==> src/cav_pkg.sv <==
// Shared types and constants for the circular array vector.
`default_nettype none
package cav_pkg;

  localparam int CAPACITY_DEF = 64;
  localparam int VALUE_W      = 32;
  localparam int KIND_W       = 2;
  localparam int STATUS_W     = 2;

  typedef enum logic [KIND_W-1:0] {
    KIND_READ      = 2'd0,
    KIND_OVERWRITE = 2'd1,
    KIND_INSERT    = 2'd2,
    KIND_ERASE     = 2'd3
  } kind_t;

  typedef enum logic [STATUS_W-1:0] {
    ST_OK    = 2'd0,
    ST_RANGE = 2'd1,
    ST_FULL  = 2'd2,
    ST_EMPTY = 2'd3
  } status_t;

  typedef enum logic [2:0] {
    MODE_HOLD      = 3'd0,
    MODE_OVERWRITE = 3'd1,
    MODE_INS_FRONT = 3'd2,
    MODE_INS_BACK  = 3'd3,
    MODE_ERS_FRONT = 3'd4,
    MODE_ERS_BACK  = 3'd5
  } cell_mode_t;

endpackage
`default_nettype wire

==> src/cav_cell.sv <==
// One element cell: holds a value and takes a neighbor's value on shifts.
`default_nettype none
module cav_cell
  import cav_pkg::*;
#(
  parameter int CAPACITY = CAPACITY_DEF,
  parameter int IDX_W    = $clog2(CAPACITY),
  parameter int CNT_W    = $clog2(CAPACITY + 1),
  parameter int PHYS     = 0
) (
  input  wire logic               clk,
  input  wire cell_mode_t         mode,
  input  wire logic [IDX_W-1:0]   front,
  input  wire logic [CNT_W-1:0]   pos,
  input  wire logic [CNT_W-1:0]   held,
  input  wire logic [VALUE_W-1:0] wr_value,
  input  wire logic [VALUE_W-1:0] left_value,
  input  wire logic [VALUE_W-1:0] right_value,
  output logic      [VALUE_W-1:0] value
);

  localparam logic [IDX_W-1:0] P_IDX   = IDX_W'(PHYS);
  localparam logic [IDX_W-1:0] LAST    = IDX_W'(CAPACITY - 1);
  localparam logic [IDX_W:0]   CAP_EXT = (IDX_W + 1)'(CAPACITY);

  logic [IDX_W:0]     diff;
  logic [IDX_W-1:0]   lidx;
  logic [IDX_W-1:0]   lidx_m;
  logic [CNT_W-1:0]   lcnt;
  logic [CNT_W-1:0]   lcnt_m;
  logic [VALUE_W-1:0] value_r;
  logic [VALUE_W-1:0] value_nxt;

  always_comb begin
    diff = {1'b0, P_IDX} - {1'b0, front};
    if (P_IDX < front) begin
      diff = diff + CAP_EXT;
    end
    lidx   = diff[IDX_W-1:0];
    lidx_m = (lidx == LAST) ? '0 : lidx + 1'b1;
    lcnt   = CNT_W'(lidx);
    lcnt_m = CNT_W'(lidx_m);
  end

  always_comb begin
    value_nxt = value_r;
    unique case (mode)
      MODE_OVERWRITE: begin
        if (lcnt == pos) value_nxt = wr_value;
      end
      MODE_INS_FRONT: begin
        if (lcnt_m == pos) value_nxt = wr_value;
        else if (lcnt_m < pos) value_nxt = right_value;
      end
      MODE_INS_BACK: begin
        if (lcnt == pos) value_nxt = wr_value;
        else if ((lcnt > pos) && (lcnt <= held)) value_nxt = left_value;
      end
      MODE_ERS_FRONT: begin
        if ((lcnt != '0) && (lcnt <= pos)) value_nxt = left_value;
      end
      MODE_ERS_BACK: begin
        if ((lcnt >= pos) && (CNT_W'(lcnt + 1'b1) < held)) value_nxt = right_value;
      end
      default: value_nxt = value_r;
    endcase
  end

  always_ff @(posedge clk) begin
    value_r <= value_nxt;
  end

  assign value = value_r;

endmodule
`default_nettype wire

==> config.mk <==
export PLATFORM = sky130hd
export DESIGN_NAME = cav_cell
export DESIGN_NICKNAME = d
export VERILOG_FILES = /design/src/cav_pkg.sv /design/src/cav_cell.sv
export SDC_FILE = /design/constraint.sdc
export NUM_CORES = 1
export LEC_CHECK = 0
export ABC_AREA = 1
export BUFFER_PORTS_ARGS = -buffer_cell sky130_fd_sc_hd__buf_4
export CAP_MARGIN = 0
export CORE_UTILIZATION = 50
export CTS_BUF_LIST = sky130_fd_sc_hd__clkbuf_2 sky130_fd_sc_hd__clkbuf_4 sky130_fd_sc_hd__clkbuf_8
export CTS_CLUSTER_SIZE = 8
export DETAILED_ROUTE_END_ITERATION = 10
export PLACE_DENSITY = 0.95
export SLEW_MARGIN = 20
export SYNTH_ARGS = -nofsm -noshare
export SYNTH_HDL_FRONTEND = slang
export SYNTH_SLANG_ARGS = --single-unit
==> constraint.sdc <==
create_clock -name clk -period 8.78 [get_ports clk]
set_input_delay 1.756 -clock clk [delete_from_list [all_inputs] [get_ports clk]]
set_output_delay 1.756 -clock clk [all_outputs]
set_load 0.02 [all_outputs]
==> impl_metrics.csv <==
group,metric,value,unit
run_status,status,"complete, no violations",
worst_setup_path,arrival,4840,ps
clock_tree,cts_root_buffer,"clkbuf_8",
yosys,yosysTopAreaCell,"edfxtp_1",
hold_path,hp-class,"in2reg",
die,die_y,76.59,um
yosys,synthTopCellsByArea,"edfxtp_1 35%, nand2_1 16%, ha_1 12%",
grt,grt_pass1_vias,3082,
clock_tree,clock-sinks,32,
worst_setup_path,crit_path_start_kind,"input port",
yosys,yosysTopAreaCellShare,0.3455,
worst_setup_path,crit_type,"in2reg",
timing,slew_viol_final,0,
worst_setup_path,cp_max_fo,33,
detailed_routing,drc,0,
timing,hold_viol_final,0,
die,row_count,26,
timing,period_needed,4909,ps
detailed_routing,vias_per_cell,5.381,
clock_tree,tritoncts.num_buffers,5,
grt,antenna_found_initial,0,
yosys,synth.avg_cell_area,7.641,sq um
timing,fmax,0.2037,GHz
clock_tree,htreeDepth,2,
finish,fill_cells,354,
yosys,syn_nets,511,
grt,grt_usage,0.3133,
finish,finalInstanceArea,0.004028,sq mm
finish,final_nets,656,
finish,largest_register_ffs,32,
die,initial_core_util,0.5311,
clock_tree,cts_setup_buffers,0,
worst_setup_path,setup.worst_path.end_class,"flop",
finish,multi_input_area,0.001565,sq mm
placed_design,place_area,0.003909,sq mm
die,die_w,76.59,um
grt,grt-ovfl-total,0,
detailed_routing,wl_per_cell,15.52,um
flow_run,drv_cap,0,
pwr,p_per_area,144.3,mW/mm^2
placed_design,io_buffers,151,
clock_tree,clk_pin_slew_worst_paths,70,ps
detailed_routing,wl_met3,625,um
finish,regArea,960.9,sq um
yosys,synthCells,364,
timing,finalSetupTns,0,ps
timing,worst_pin_slew,1122,ps
finish,area_growth_syn_to_layout,44.80,%
die,coreArea,0.005238,sq mm
detailed_routing,dr.pass1.iters,4,
pwr,leakagePower,0.002079,uW
placed_design,dpl.cell_count,572,
die,dieArea,0.005865,sq mm
finish,drive_gt1_frac,0.3569,
placed_design,gp_congestion,0.8865,
placed_design,dp_hpwl,7236,um
grt,grt_pass1_wl,14370,um
timing,grt_setup_unrepaired,"no",
detailed_routing,ant_nets,0,
finish,insertedDiodeCount,0,
timing,fin_crit_sh,0.5592,
yosys,synth-seq-cells,32,
finish,final_cells,580,
detailed_routing,met1_length,3153,um
grt,grt_max_degree,34,
yosys,synth_area,0.002781,sq mm
yosys,yosys_warnings,0,
detailed_routing,first_iter_violations,240,
clock_tree,cts_tree,"done",
die,io-pin-count,152,
clock_tree,cts_max_path_buffers,2,
yosys,ys_seq_area_frac,0.3455,
clock_tree,ctsHoldBuffers,0,
clock_tree,ctsResizeCount,0,
detailed_routing,top_layer_used,"met4",
pwr,vdd_drop_max,0.0001150,V
detailed_routing,dr_wl_met2,4709,um
timing,setup-violations-final,0,
yosys,yosysUniqueCellTypes,34,
detailed_routing,routed_wl,9000,um
detailed_routing,via_count,3121,
worst_setup_path,cp_data_required_time,8710,ps
timing,relSlewSlack,0.2500,
## metrics by stage
step	setup WS (ps)	utilization	power (uW)	hold WS, ps
6_report	3871	0.7690	581.4	1749
5_1_grt	3606	0.7690	610.1	1752
4_1_cts	3642	0.7676	581.4	1742
3_5_place_dp	3338	0.7463	440.6	2039
3_3_place_gp	3541	0.7463	430.6	2033
2_1_floorplan	3400	-	334.7	1946
## critical path, cell delays in order
cell,delay (ps)
buf_4,140
inv_2,90
ha_1,260
xnor2_2,360
nand3_2,200
nor3_4,210
inv_2,60
nand2_1,60
inv_1,40
ha_1,280
nand2_1,50
nor2_1,260
a21oi_4,260
a21oi_1,210
nand3_1,120
nor2_2,100
buf_4,370
## cell families after synthesis
family                     after synthesis  synth area share
adders and majority gates               27            0.1215
buffers and inverters                   57           0.09537
and+or+nand+nor                        192            0.3077
AOI/OAI and AO/OA                       49           0.09852
xor gates and xnor gates                 7           0.03149
DFF                                     32            0.3455
## synth_stat cells, drive strengths merged
cell type / n
nor2: 17
edfxtp: 32
nand2: 121
a21boi: 1
xor2: 5
o211ai: 2
o21ai: 33
nand4: 2
inv: 43
a31o: 1
nor3: 4
a21oi: 12
nand3: 43
xnor2: 2
nand3b: 5
buf: 8
ha: 27
clkbuf: 6
## layout by cell type, fill, tap and decap left out, types with 4 or more instances in the layout
master / Yosys / routed
o21ai_1: 4 / 4
o21ai_0: 29 / 29
ha_1: 27 / 27
edfxtp_1: 32 / 32
buf_4: 4 / 152
nor2_1: 15 / 14
nand2_1: 117 / 117
inv_1: 38 / 38
xor2_1: 4 / 4
nand3_1: 40 / 40
clkbuf_8: 1 / 5
nand3b_1: 5 / 5
a21oi_1: 11 / 11
inv_2: 5 / 5
## power breakdown
part	leakage (uW)	switching (uW)	internal [uW]
sequential	0.000299	8.45	202
combinational	0.00172	130	101
clock	0.0000586	52.6	87.2
## final cells by class
cell class | instances | share of cell area
clock inverters | 2 | 0.008698
repair buffers | 152 | 0.2833
flip-flops and latches | 32 | 0.2386
inverters | 43 | 0.04007
clock buffers | 6 | 0.01895
well taps | 70 | 0.02175
multi-input cells | 275 | 0.3886
## worst paths after layout
check,start,slack [ps],cells past startpoint,endpoint
setup / recovery,front[0],3870,17,value[10]
hold / removal,wr_value[25],1750,3,value[25]
## routing by layer
| metal | GRT usage | up-vias |
|---|---|---|
| met5 | 0 | - |
| met2 | 0.5802 | 185 |
| met1 | 0.3229 | 1397 |
| met4 | 0.1827 | 0 |
| met3 | 0.06587 | 44 |
| li1 | - | 1495 |
(Power assumes the default switching activity.)
